File: src/cas_pkg.sv
// shared constants, types and twiddle table for the cross ambiguity row core
package cas_pkg;

  // transform and store geometry
  localparam int DFT_LEN     = 64;
  localparam int STORE_DEPTH = 64;
  localparam int ADDR_W      = 6;
  localparam int POS_W       = 7;
  localparam int CNT_W       = 7;
  localparam int BIN_W       = 6;
  localparam int STEP_SH     = $clog2(64 / DFT_LEN);

  // datapath widths
  localparam int ENERGY_W  = 37;
  localparam int SAMPLE_W  = 16;
  localparam int PROD_W    = 33;
  localparam int TW_W      = 16;
  localparam int TERM_W    = 50;
  localparam int ACC_W     = 56;
  localparam int MAG_W     = 40;
  localparam int WIDE_W    = 80;
  localparam int QUO_W     = 16;
  localparam int MUL_STEPS = 40;

  // controller states
  typedef enum logic [3:0] {
    ST_IDLE,
    ST_PROD,
    ST_DEN,
    ST_MAC,
    ST_RND,
    ST_SQR,
    ST_SQI,
    ST_DIV,
    ST_OUT
  } cas_state_t;

  // operand select of the serial multiplier
  typedef enum logic [1:0] {
    MUL_DEN,
    MUL_RE,
    MUL_IM
  } cas_mul_sel_t;

  // commands from controller to datapath
  typedef struct packed {
    logic               in_take;
    logic               prod_wr;
    logic               mac_clr;
    logic               mac_issue;
    logic [ADDR_W-1:0]  mac_addr;
    logic               rnd;
    logic               mul_load;
    cas_mul_sel_t       mul_sel;
    logic               mul_step;
    logic               den_save;
    logic               p_save;
    logic               p_add;
    logic               div_init;
    logic               div_step;
    logic               out_load;
    logic [BIN_W-1:0]   bin;
    logic               bin_last;
  } cas_cmd_t;

  // status from datapath to controller
  typedef struct packed {
    logic pos_ok;
    logic out_busy;
  } cas_sts_t;

  // first quadrant of the cosine, q1.14
  function automatic logic signed [TW_W-1:0] cas_quarter(input logic [4:0] i);
    case (i)
      5'd0:    return 16'sd16384;
      5'd1:    return 16'sd16305;
      5'd2:    return 16'sd16069;
      5'd3:    return 16'sd15679;
      5'd4:    return 16'sd15137;
      5'd5:    return 16'sd14449;
      5'd6:    return 16'sd13623;
      5'd7:    return 16'sd12665;
      5'd8:    return 16'sd11585;
      5'd9:    return 16'sd10394;
      5'd10:   return 16'sd9102;
      5'd11:   return 16'sd7723;
      5'd12:   return 16'sd6270;
      5'd13:   return 16'sd4756;
      5'd14:   return 16'sd3196;
      5'd15:   return 16'sd1606;
      default: return 16'sd0;
    endcase
  endfunction

  // full-circle cosine from the quarter table
  function automatic logic signed [TW_W-1:0] cas_cos(input logic [5:0] m);
    logic [4:0]             idx;
    logic                   neg;
    logic signed [TW_W-1:0] q;
    if (m <= 6'd16) begin
      idx = m[4:0];
      neg = 1'b0;
    end else if (m <= 6'd32) begin
      idx = 5'(6'd32 - m);
      neg = 1'b1;
    end else if (m <= 6'd48) begin
      idx = 5'(m - 6'd32);
      neg = 1'b1;
    end else begin
      idx = 5'(7'd64 - {1'b0, m});
      neg = 1'b0;
    end
    q = cas_quarter(idx);
    return neg ? -q : q;
  endfunction

endpackage

File: src/cas_regs.sv
// configuration register file behind the apb-style port
module cas_regs import cas_pkg::*; (
  input  logic                clk,
  input  logic                rst_n,
  input  logic                psel,
  input  logic                penable,
  input  logic                pwrite,
  input  logic [3:0]          paddr,
  input  logic [63:0]         pwdata,
  output logic [63:0]         prdata,
  output logic                pready,
  output logic [ENERGY_W-1:0] ref_energy
);

  logic [ENERGY_W-1:0] ref_energy_r;

  // reference energy register
  always_ff @(posedge clk) begin
    if (!rst_n) begin
      ref_energy_r <= ENERGY_W'(1);
    end else if (psel && penable && pwrite && !paddr[3]) begin
      ref_energy_r <= pwdata[ENERGY_W-1:0];
    end
  end

  // read back
  assign prdata     = paddr[3] ? 64'd0 : {{(64-ENERGY_W){1'b0}}, ref_energy_r};
  assign pready     = 1'b1;
  assign ref_energy = ref_energy_r;

endmodule

File: config.mk
export PLATFORM = sky130hd
export DESIGN_NAME = cas_regs
export DESIGN_NICKNAME = d
export VERILOG_FILES = /design/src/cas_pkg.sv /design/src/cas_regs.sv
export SDC_FILE = /design/constraint.sdc
export NUM_CORES = 1
export LEC_CHECK = 0
export BUFFER_PORTS_ARGS = -buffer_cell sky130_fd_sc_hd__buf_2
export CAP_MARGIN = 20
export CORE_MARGIN = 5
export CORE_UTILIZATION = 41
export CTS_CLUSTER_DIAMETER = 100
export CTS_CLUSTER_SIZE = 14
export DETAILED_ROUTE_END_ITERATION = 10
export PLACE_DENSITY = 0.86
export REMOVE_ABC_BUFFERS = 1
export SYNTH_ARGS = -nofsm -noshare
export SYNTH_HDL_FRONTEND = slang
export SYNTH_SLANG_ARGS = --single-unit
File: constraint.sdc
create_clock -name clk -period 2.6 [get_ports clk]
set_clock_uncertainty 0.2 [all_clocks]
set_input_delay 0 -clock clk [delete_from_list [all_inputs] [get_ports clk]]
set_output_delay 0 -clock clk [all_outputs]
set_load 0.005 [all_outputs]
==> impl_metrics.yaml <==
outcome:
  outcome: "completed"
logic_synthesis:
  yosysSeqAreaShare_pct: 37.5
  syn_area_um2: 1980
  yosys.cell_types.count: 11
  synth_cells: 232
  synth_top_cell_by_area: "dfxtp_1"
  synth.area.top_cells: "dfxtp_1 (37%), mux2i_1 (19%), nand2_1 (14%), nor2b_1 (12%), buf_4 (11%)"
  synth_area_per_cell_um2: 8.52
  yosys.area.top_type_share_pct: 37.5
  yosysWarnings: 0
  ys_ff_latch: 37
clock_tree:
  cts_tree: "done"
  cts.clk_slew.worst_paths_ns: 0.07
  clock_path_buffers: 2
  clkSinkCount: 37
  cts-root-buf: "clkbuf_8"
  htree_levels: 2
  cts_buffers: 5
  clk_latency_ns: 0.28
global_route:
  groute.usage.overall_pct: 17.2
  antenna_found_initial: 0
  grt_max_degree: 41
  grt_pass1_wl_um: 8500
  grt_overflow: 0
  grt_pass1_vias: 1905
floorplanning:
  die_h_um: 79.4
  start_util_pct: 42.1
  die_w_um: 79.4
  placementRows: 25
  dieArea_um2: 6310
  io-pin-count: 175
  core_um2: 4690
placed_design:
  place_area_um2: 2440
  place.gp.congestion: 0.728
  place_inst: 387
  port_buffers: 116
  hpwl_um: 3650
min_path:
  hold_path_class: "in -> reg"
route:
  drt_iter0_markers: 65
  ant_nets: 0
  route.vias.total: 1947
  wl_per_cell_um: 13.2
  totalWireLength_um: 5670
  dr.pass1.iters: 4
  vias_per_cell: 4.52
  met3_length_um: 448
  drt-met1-wl_um: 2070
  highest_layer: "met4"
  drcViolationCount: 0
  met2_length_um: 2990
critical_path:
  critPathRequiredTime_ns: 2.61
  cp_data_arrival_time_ns: 1.32
  crit_path_end_kind: "register"
  worstPathMaxFanout: 19
  cp-start-kind: "input pin"
  path_cells: "buf_2 > and4b_2 > buf_12 > mux2i_1"
  r2r_slack_ns: 1.74
  crit_slowest_cell: "and4b_2"
  crit_type: "in -> reg"
  slowest_delay_ns: 0.71
sta:
  slew_violations: 0
  period_share_pct: 50.5
  setup_violations: 0
  setup_tns_ns: 0
  fmax_mhz: 761
  maxSlewHeadroom_pct: 57.4
  period_minus_slack_ns: 1.31
  hold_viol_final: 0
  tightest_slew_ns: 0.638
  rsz0062_at_grt: "no"
finish:
  finalNonFillerCells: 431
  nFillCells: 389
  design_area_um2: 2890
  area_growth_pct: 46.5
  finalNetCount: 450
  multi_input_area_um2: 1000
  final_cell_mix: "buf_2 (116), nand2_1 (72), nor2b_1 (39)"
  layout_commonest_cell: "buf_2"
  seq_area_um2: 741
  antenna_cells: 0
  drive_gt1_share_pct: 33.4
  largest_reg_flops: 37
pwr:
  p_leak_nw: 1.47
  power_density_nw_per_um2: 404
  max-vdd-ir-drop_mv: 0.225
run:
  maxCapViolations: 0
-- routing by layer --
| metal | GRT usage, % | vias up |
|---|---|---|
| met4 | 8.08 | 0 |
| met2 | 34.1 | 103 |
| met3 | 4.51 | 18 |
| met5 | 0 | - |
| li1 | - | 953 |
| met1 | 16.1 | 873 |
-- path summary, 6_finish.rpt --
path                                startpoint  cells past startpoint              to
worst min-delay path                     rst_n                      3  ref_energy[19]
worst min register to register   ref_energy[4]                      2   ref_energy[4]
worst max register to register  ref_energy[10]                      2  ref_energy[10]
worst max-delay path                  paddr[3]                      4  ref_energy[17]
-- layout make-up --
class / count / share of cell area [%]
Timing Repair Buffer: 156 / 34.5
Multi-Input combinational cell: 177 / 34.6
Sequential cell: 37 / 25.6
Tap cell: 54 / 2.33
Clock buffer: 7 / 2.98
-- logic make-up (layout without fill, tap and decap cells) --
| logic type | Yosys count | after routing | synth area share (%) |
|---|---|---|---|
| DFF | 37 | 37 | 37.5 |
| and+or+nand+nor | 112 | 112 | 26.5 |
| other | 2 | 28 | 0.380 |
| muxes | 37 | 37 | 18.7 |
| buffers and inverters | 44 | 163 | 16.8 |
-- critical path, delay by kind of cell --
family / cells / cell delay [ns]
buffers and inverters: 2 / 0.39
muxes: 1 / 0.21
and+or+nand+nor: 1 / 0.71
-- report_power, final --
part	switching [mW]	internal (mW)	leakage, nW
clock	0.188	0.210	0.0443
combinational	0.0836	0.0989	1.12
sequential	0.00863	0.579	0.299
total	0.280	0.888	1.47
-- repair_timing --
action,CTS,global route
gates resized for setup,0,0
buffers inserted,0,0
hold buffers,37,0
setup endpoints to repair,0,0
endpoints found under the hold margin,37,0
-- cell usage after synthesis --
cell      number
and4b_1        1
buf_12         3
buf_2          2
buf_4         29
buf_6          1
clkbuf_1       9
conb_1         2
dfxtp_1       37
mux2i_1       37
nand2_1       72
nor2b_1       39
-- per-stage QoR --
step | worst slack [ns] | util [%] | hold WS [ns] | total power, mW
floorplan | 0.642 | - | -0.170 | 0.652
detailed placement | 0.950 | 51.9 | 0.0542 | 0.736
finish | 1.29 | 61.7 | 0.0488 | 1.17
global placement | 1.01 | 51.9 | 0.0482 | 0.733
global route | 1.20 | 61.7 | 0.0781 | 1.23
CTS | 1.26 | 61.7 | 0.0431 | 1.18
No activity file was read; power rests on OpenSTA's default activity.
