$ cat src/cas_pkg.sv
// shared constants, types and twiddle table for the cross ambiguity row core
package cas_pkg;

  // transform and store geometry
  localparam int DFT_LEN     = 64;
  localparam int STORE_DEPTH = 64;
  localparam int ADDR_W      = 6;
  localparam int POS_W       = 7;
  localparam int CNT_W       = 7;
  localparam int BIN_W       = 6;
  localparam int STEP_SH     = $clog2(64 / DFT_LEN);

  // datapath widths
  localparam int ENERGY_W  = 37;
  localparam int SAMPLE_W  = 16;
  localparam int PROD_W    = 33;
  localparam int TW_W      = 16;
  localparam int TERM_W    = 50;
  localparam int ACC_W     = 56;
  localparam int MAG_W     = 40;
  localparam int WIDE_W    = 80;
  localparam int QUO_W     = 16;
  localparam int MUL_STEPS = 40;

  // controller states
  typedef enum logic [3:0] {
    ST_IDLE,
    ST_PROD,
    ST_DEN,
    ST_MAC,
    ST_RND,
    ST_SQR,
    ST_SQI,
    ST_DIV,
    ST_OUT
  } cas_state_t;

  // operand select of the serial multiplier
  typedef enum logic [1:0] {
    MUL_DEN,
    MUL_RE,
    MUL_IM
  } cas_mul_sel_t;

  // commands from controller to datapath
  typedef struct packed {
    logic               in_take;
    logic               prod_wr;
    logic               mac_clr;
    logic               mac_issue;
    logic [ADDR_W-1:0]  mac_addr;
    logic               rnd;
    logic               mul_load;
    cas_mul_sel_t       mul_sel;
    logic               mul_step;
    logic               den_save;
    logic               p_save;
    logic               p_add;
    logic               div_init;
    logic               div_step;
    logic               out_load;
    logic [BIN_W-1:0]   bin;
    logic               bin_last;
  } cas_cmd_t;

  // status from datapath to controller
  typedef struct packed {
    logic pos_ok;
    logic out_busy;
  } cas_sts_t;

  // first quadrant of the cosine, q1.14
  function automatic logic signed [TW_W-1:0] cas_quarter(input logic [4:0] i);
    case (i)
      5'd0:    return 16'sd16384;
      5'd1:    return 16'sd16305;
      5'd2:    return 16'sd16069;
      5'd3:    return 16'sd15679;
      5'd4:    return 16'sd15137;
      5'd5:    return 16'sd14449;
      5'd6:    return 16'sd13623;
      5'd7:    return 16'sd12665;
      5'd8:    return 16'sd11585;
      5'd9:    return 16'sd10394;
      5'd10:   return 16'sd9102;
      5'd11:   return 16'sd7723;
      5'd12:   return 16'sd6270;
      5'd13:   return 16'sd4756;
      5'd14:   return 16'sd3196;
      5'd15:   return 16'sd1606;
      default: return 16'sd0;
    endcase
  endfunction

  // full-circle cosine from the quarter table
  function automatic logic signed [TW_W-1:0] cas_cos(input logic [5:0] m);
    logic [4:0]             idx;
    logic                   neg;
    logic signed [TW_W-1:0] q;
    if (m <= 6'd16) begin
      idx = m[4:0];
      neg = 1'b0;
    end else if (m <= 6'd32) begin
      idx = 5'(6'd32 - m);
      neg = 1'b1;
    end else if (m <= 6'd48) begin
      idx = 5'(m - 6'd32);
      neg = 1'b1;
    end else begin
      idx = 5'(7'd64 - {1'b0, m});
      neg = 1'b0;
    end
    q = cas_quarter(idx);
    return neg ? -q : q;
  endfunction

endpackage

$ cat src/cas_ctrl.sv
// controller state machine sequencing loads, dft, multiplies and divides
module cas_ctrl import cas_pkg::*; (
  input  logic     clk,
  input  logic     rst_n,
  input  logic     in_valid,
  input  logic     in_op,
  input  logic     in_end_of_window,
  output logic     in_ready,
  input  cas_sts_t sts,
  output cas_cmd_t cmd
);

  cas_state_t       state_r, state_nxt;
  logic [CNT_W-1:0] cnt_r, cnt_nxt;
  logic [BIN_W-1:0] bin_r, bin_nxt;
  logic             eow_r, eow_nxt;

  // state register
  always_ff @(posedge clk) begin
    if (!rst_n) begin
      state_r <= ST_IDLE;
      cnt_r   <= '0;
      bin_r   <= '0;
      eow_r   <= 1'b0;
    end else begin
      state_r <= state_nxt;
      cnt_r   <= cnt_nxt;
      bin_r   <= bin_nxt;
      eow_r   <= eow_nxt;
    end
  end

  // next state and commands
  always_comb begin
    state_nxt    = state_r;
    cnt_nxt      = cnt_r;
    bin_nxt      = bin_r;
    eow_nxt      = eow_r;
    in_ready     = 1'b0;
    cmd          = '0;
    cmd.bin      = bin_r;
    cmd.bin_last = bin_r == BIN_W'(DFT_LEN - 1);
    cmd.mac_addr = cnt_r[ADDR_W-1:0];
    cmd.mul_sel  = MUL_DEN;
    case (state_r)
      ST_IDLE: begin
        in_ready = 1'b1;
        if (in_valid) begin
          cmd.in_take = 1'b1;
          eow_nxt     = in_end_of_window;
          if (in_op) begin
            if (sts.pos_ok) begin
              state_nxt = ST_PROD;
            end else if (in_end_of_window) begin
              state_nxt = ST_DEN;
              cnt_nxt   = '0;
            end
          end
        end
      end
      ST_PROD: begin
        cmd.prod_wr = 1'b1;
        if (eow_r) begin
          state_nxt = ST_DEN;
          cnt_nxt   = '0;
        end else begin
          state_nxt = ST_IDLE;
        end
      end
      ST_DEN: begin
        cmd.mul_sel = MUL_DEN;
        if (cnt_r == '0) begin
          cmd.mul_load = 1'b1;
          cnt_nxt      = cnt_r + CNT_W'(1);
        end else if (cnt_r == CNT_W'(MUL_STEPS + 1)) begin
          cmd.den_save = 1'b1;
          bin_nxt      = '0;
          cnt_nxt      = '0;
          state_nxt    = ST_MAC;
        end else begin
          cmd.mul_step = 1'b1;
          cnt_nxt      = cnt_r + CNT_W'(1);
        end
      end
      ST_MAC: begin
        cmd.mac_clr   = cnt_r == '0;
        cmd.mac_issue = cnt_r < CNT_W'(DFT_LEN);
        if (cnt_r == CNT_W'(DFT_LEN + 1)) begin
          cnt_nxt   = '0;
          state_nxt = ST_RND;
        end else begin
          cnt_nxt = cnt_r + CNT_W'(1);
        end
      end
      ST_RND: begin
        cmd.rnd   = 1'b1;
        cnt_nxt   = '0;
        state_nxt = ST_SQR;
      end
      ST_SQR: begin
        cmd.mul_sel = MUL_RE;
        if (cnt_r == '0) begin
          cmd.mul_load = 1'b1;
          cnt_nxt      = cnt_r + CNT_W'(1);
        end else if (cnt_r == CNT_W'(MUL_STEPS + 1)) begin
          cmd.p_save = 1'b1;
          cnt_nxt    = '0;
          state_nxt  = ST_SQI;
        end else begin
          cmd.mul_step = 1'b1;
          cnt_nxt      = cnt_r + CNT_W'(1);
        end
      end
      ST_SQI: begin
        cmd.mul_sel = MUL_IM;
        if (cnt_r == '0) begin
          cmd.mul_load = 1'b1;
          cnt_nxt      = cnt_r + CNT_W'(1);
        end else if (cnt_r == CNT_W'(MUL_STEPS + 1)) begin
          cmd.p_add = 1'b1;
          cnt_nxt   = '0;
          state_nxt = ST_DIV;
        end else begin
          cmd.mul_step = 1'b1;
          cnt_nxt      = cnt_r + CNT_W'(1);
        end
      end
      ST_DIV: begin
        if (cnt_r == '0) begin
          cmd.div_init = 1'b1;
        end else begin
          cmd.div_step = 1'b1;
        end
        if (cnt_r == CNT_W'(QUO_W)) begin
          cnt_nxt   = '0;
          state_nxt = ST_OUT;
        end else begin
          cnt_nxt = cnt_r + CNT_W'(1);
        end
      end
      ST_OUT: begin
        if (!sts.out_busy) begin
          cmd.out_load = 1'b1;
          cnt_nxt      = '0;
          if (cmd.bin_last) begin
            state_nxt = ST_IDLE;
          end else begin
            bin_nxt   = bin_r + BIN_W'(1);
            state_nxt = ST_MAC;
          end
        end
      end
      default: begin
        state_nxt = ST_IDLE;
      end
    endcase
  end

endmodule

$ cat config.mk
export PLATFORM = sky130hd
export DESIGN_NAME = cas_ctrl
export DESIGN_NICKNAME = d
export VERILOG_FILES = /design/src/cas_pkg.sv /design/src/cas_ctrl.sv
export SDC_FILE = /design/constraint.sdc
export NUM_CORES = 1
export LEC_CHECK = 0
export BUFFER_PORTS_ARGS = -buffer_cell sky130_fd_sc_hd__buf_4
export CELL_PAD_IN_SITES_DETAIL_PLACEMENT = 2
export CELL_PAD_IN_SITES_GLOBAL_PLACEMENT = 2
export CORE_UTILIZATION = 29
export DETAILED_ROUTE_END_ITERATION = 10
export PLACE_DENSITY_LB_ADDON = 0.08
export REMOVE_ABC_BUFFERS = 1
export SLEW_MARGIN = 20
export SYNTH_ARGS = -nofsm -noshare
export SYNTH_HDL_FRONTEND = slang
export SYNTH_SLANG_ARGS = --single-unit
$ cat constraint.sdc
create_clock -name clk -period 2.2 [get_ports clk]
set_input_delay 0.22 -clock clk [delete_from_list [all_inputs] [get_ports clk]]
set_output_delay 0.22 -clock clk [all_outputs]
set_load 0.05 [all_outputs]
==> run_results.csv <==
group,metric,value,unit
setup_path,cp_slowest_stage_delay,640,ps
cells_and_area,multi_input_comb_area,895.9,um2
logic_synthesis,synth-seq-cells,18,
grt,grt_pass1_wl,7086,um
clock_tree,insertion_delay,260,ps
min_path,hp-class,"in2reg",
clock_tree,cts_buffers,3,
min_path,hp-start,"in_end_of_window",
clock_tree,cts-htree-levels,1,
routing,vias,1392,
power,ir_worst_vdd,0.2768,mV
timing,setup_tns,0,ps
run,cap_violations,0,
cells_and_area,nets,223,
die,die_y,70.23,um
setup_path,crit_path_top_delay_cell,"or4b_1",
die,coreArea,0.004414,mm2
power,comb_power_share,0.534,
logic_synthesis,post-synth-top-count-cell,"nor2_1",
power,swShare,0.4802,
clock_tree,tritoncts,"built",
routing,firstDrtPassIters,4,
logic_synthesis,async_reset_ff_frac,0,
cells_and_area,seq_area,365.4,um2
cells_and_area,drive_gt1_frac,0.3270,
grt,overflow,0,
grt,grt.total_usage,0.1794,
power,p_clk_frac,0.187,
logic_synthesis,synth_area,0.001350,mm2
power,power_leakage,0.7121,nW
power,p_sw,0.0007471,W
setup_path,r2r_cells,6,
clock_tree,clk_pin_slew_worst_paths,80,ps
power,p_int,0.0008086,W
timing,holdWs,244.5,ps
timing,report.final.slew_viol_count,0,
setup_path,crit_arrival,1900,ps
routing,finalWirelength,4312,um
timing,worst_slack,83.19,ps
logic_synthesis,yosys-top-cells-count,"nor2_1, dfxtp_1, nand2_1",
power,pwr-share-seq,0.280,
timing,slew_headroom,0.6258,
place,dp_slack,134.7,ps
setup_path,crit-reg2reg-launch,"state_r[0]",
setup_path,crit_buf_inv,1,
timing,rsz0062_at_grt,"no",
logic_synthesis,yosys_warnings,0,
logic_synthesis,ys_types,47,
timing,tightest_slew,556.1,ps
setup_path,crit_chain,"or4b_1, nor3_4, buf_4",
die,std_cell_rows,24,
setup_path,critical_path_required,1980,ps
grt,grt_pass1_vias,1463,
cells_and_area,antenna_cells,0,
cells_and_area,area_growth_syn_to_layout,30.12,%
min_path,holdPathStages,3,
logic_synthesis,synth_seq_area_share,0.2669,
place,portBuffers,35,
run_status,status,"complete, no violations",
routing,drt_iter0_drc,43,
timing,finalClockSkew,5.470,ps
grt,grt_max_degree,16,
setup_path,critPathTopFamily,"simple AND/OR/NAND/NOR gates",
place,hpwl,3370,um
logic_synthesis,avgSynthCellArea,7.715,um2
die,die_w,70.23,um
setup_path,crit_type,"reg2out",
timing,finalSetupViolCount,0,
clock_tree,clkSinkCount,18,
routing,ant_nets,0,
die,ios,36,
timing,finalHoldViolations,0,
logic_synthesis,synthDominantAreaCellType,"dfxtp_1",
setup_path,cp-end-kind,"primary output",
min_path,hold_end,"eow_r",
timing,clock.fmax,0.4724,GHz
cells_and_area,fill_cells,522,
clock_tree,cts-hold-fix-buffers,0,
clock_tree,cts_buffer_depth,2,
routing,vias_per_cell,5.293,
logic_synthesis,synth_edf_count,0,
logic_synthesis,synthTopCellsByArea,"dfxtp_1, nor2_1, nand2_1",
timing,finalCriticalPeriod,2117,ps
timing,post-route-period-util,0.9622,
clock_tree,cts_root_buffer,"clkbuf_8",
grt,antenna_found_initial,0,
place,gp_congestion,0.7385,
routing,drc,0,
power,power_density,885.6,mW/mm2
logic_synthesis,synth-main-ff-cell,"dfxtp_1",
setup_path,rrSetupSlack,90,ps
routing,wire_per_inst,16.40,um
die,start_util,0.3058,
logic_synthesis,synth_top_area_share,0.2669,
logic_synthesis,synthCells,175,
setup_path,timing.rr.end,"bin_r[3]",
die,die_area,0.004932,mm2
setup_path,startpoint_type,"register",
setup_path,cp_max_fo,13,
## layout by cell type, fill, tap and decap left out, types with 3 or more instances in the layout
cell	count
a21oi_1	3
a31oi_1	4
and2_1	5
and3_1	3
buf_4	47
clkbuf_8	4
dfxtp_1	14
dfxtp_2	4
ha_1	4
inv_1	6
nand2_1	17
nand2b_1	3
nand3_1	8
nor2_1	24
nor2b_1	4
nor3_1	5
nor3b_1	3
o211ai_1	6
o21ai_0	7
xnor2_1	3
## cell families (layout without fill, tap and decap cells)
logic type / after synthesis / after routing / share of synthesized area
AOI/OAI and AO/OA: 34 / 34 / 0.1863
and+or+nand+nor: 93 / 93 / 0.3930
buffers and inverters: 21 / 57 / 0.08340
xor gates and xnor gates: 4 / 4 / 0.02595
DFF: 18 / 18 / 0.2669
adders and majority gates: 4 / 4 / 0.03707
muxes: 1 / 1 / 0.007415
## worst max path at each step
stage,startpoint,endpoint,slack [ps],cells past startpoint
finish,state_r[0],cmd[12],80,3
detailed placement,state_r[3],bin_r[3],130,5
floorplan,cnt_r[0],cmd[11],-1110,4
global placement,cnt_r[2],cnt_r[1],200,5
CTS,state_r[0],cmd[12],20,3
global route,state_r[0],cmd[12],10,3
## cell type report
class / count / area share
Multi-Input combinational cell: 136 / 0.5100
Sequential cell: 18 / 0.2080
Timing Repair Buffer: 47 / 0.2009
Tap cell: 52 / 0.03704
Clock buffer: 4 / 0.03134
Inverter: 6 / 0.01282
## what timing repair did
| item | 4_1_cts | 5_1_grt |
|---|---|---|
| resized for setup | 5 | 3 |
| pin swaps | 0 | 1 |
| setup buffers | 0 | 2 |
| endpoints found under the setup margin | 1 | 3 |
## tightest hold or removal path, cell delays in order
cell     delay [ps]
buf_4            90
mux2i_1          60
nor2b_1         100
## state kept, by name (all words and copies together) (netlist names)
register / flops
bin_r: 6
eow_r: 1
cnt_r: 7
state_r: 4
## stage by stage
stage | utilization | total power (W) | instances | instance area [um2]
after CTS | 0.3923 | 0.001581 | 261 | 1732
final | 0.3980 | 0.001556 | 263 | 1757
after global placement | 0.3767 | 0.001255 | 257 | 1663
after global routing | 0.3980 | 0.001660 | 263 | 1757
after floorplan | - | 0.0009990 | 160 | 1260
after detailed placement | 0.3767 | 0.001275 | 257 | 1663
## layer usage
layer | routed length (um) | GRT usage | vias up
li1 | - | - | 686
met5 | 0 | 0 | -
met3 | 136 | 0.02309 | 2
met4 | 19 | 0.05111 | 0
met1 | 1834 | 0.2118 | 684
met2 | 2321 | 0.3333 | 20
## power groups by stage
| stage | Sequential, W | Combinational, W | Clock [W] |
|---|---|---|---|
| after floorplan | 0.000480 | 0.000519 | 0 |
| after global placement | 0.000434 | 0.000820 | 0 |
| after detailed placement | 0.000443 | 0.000832 | 0 |
| after CTS | 0.000436 | 0.000840 | 0.000305 |
| after global routing | 0.000447 | 0.000896 | 0.000317 |
| final | 0.000435 | 0.000830 | 0.000291 |
No activity file was read; power rests on OpenSTA's default activity.
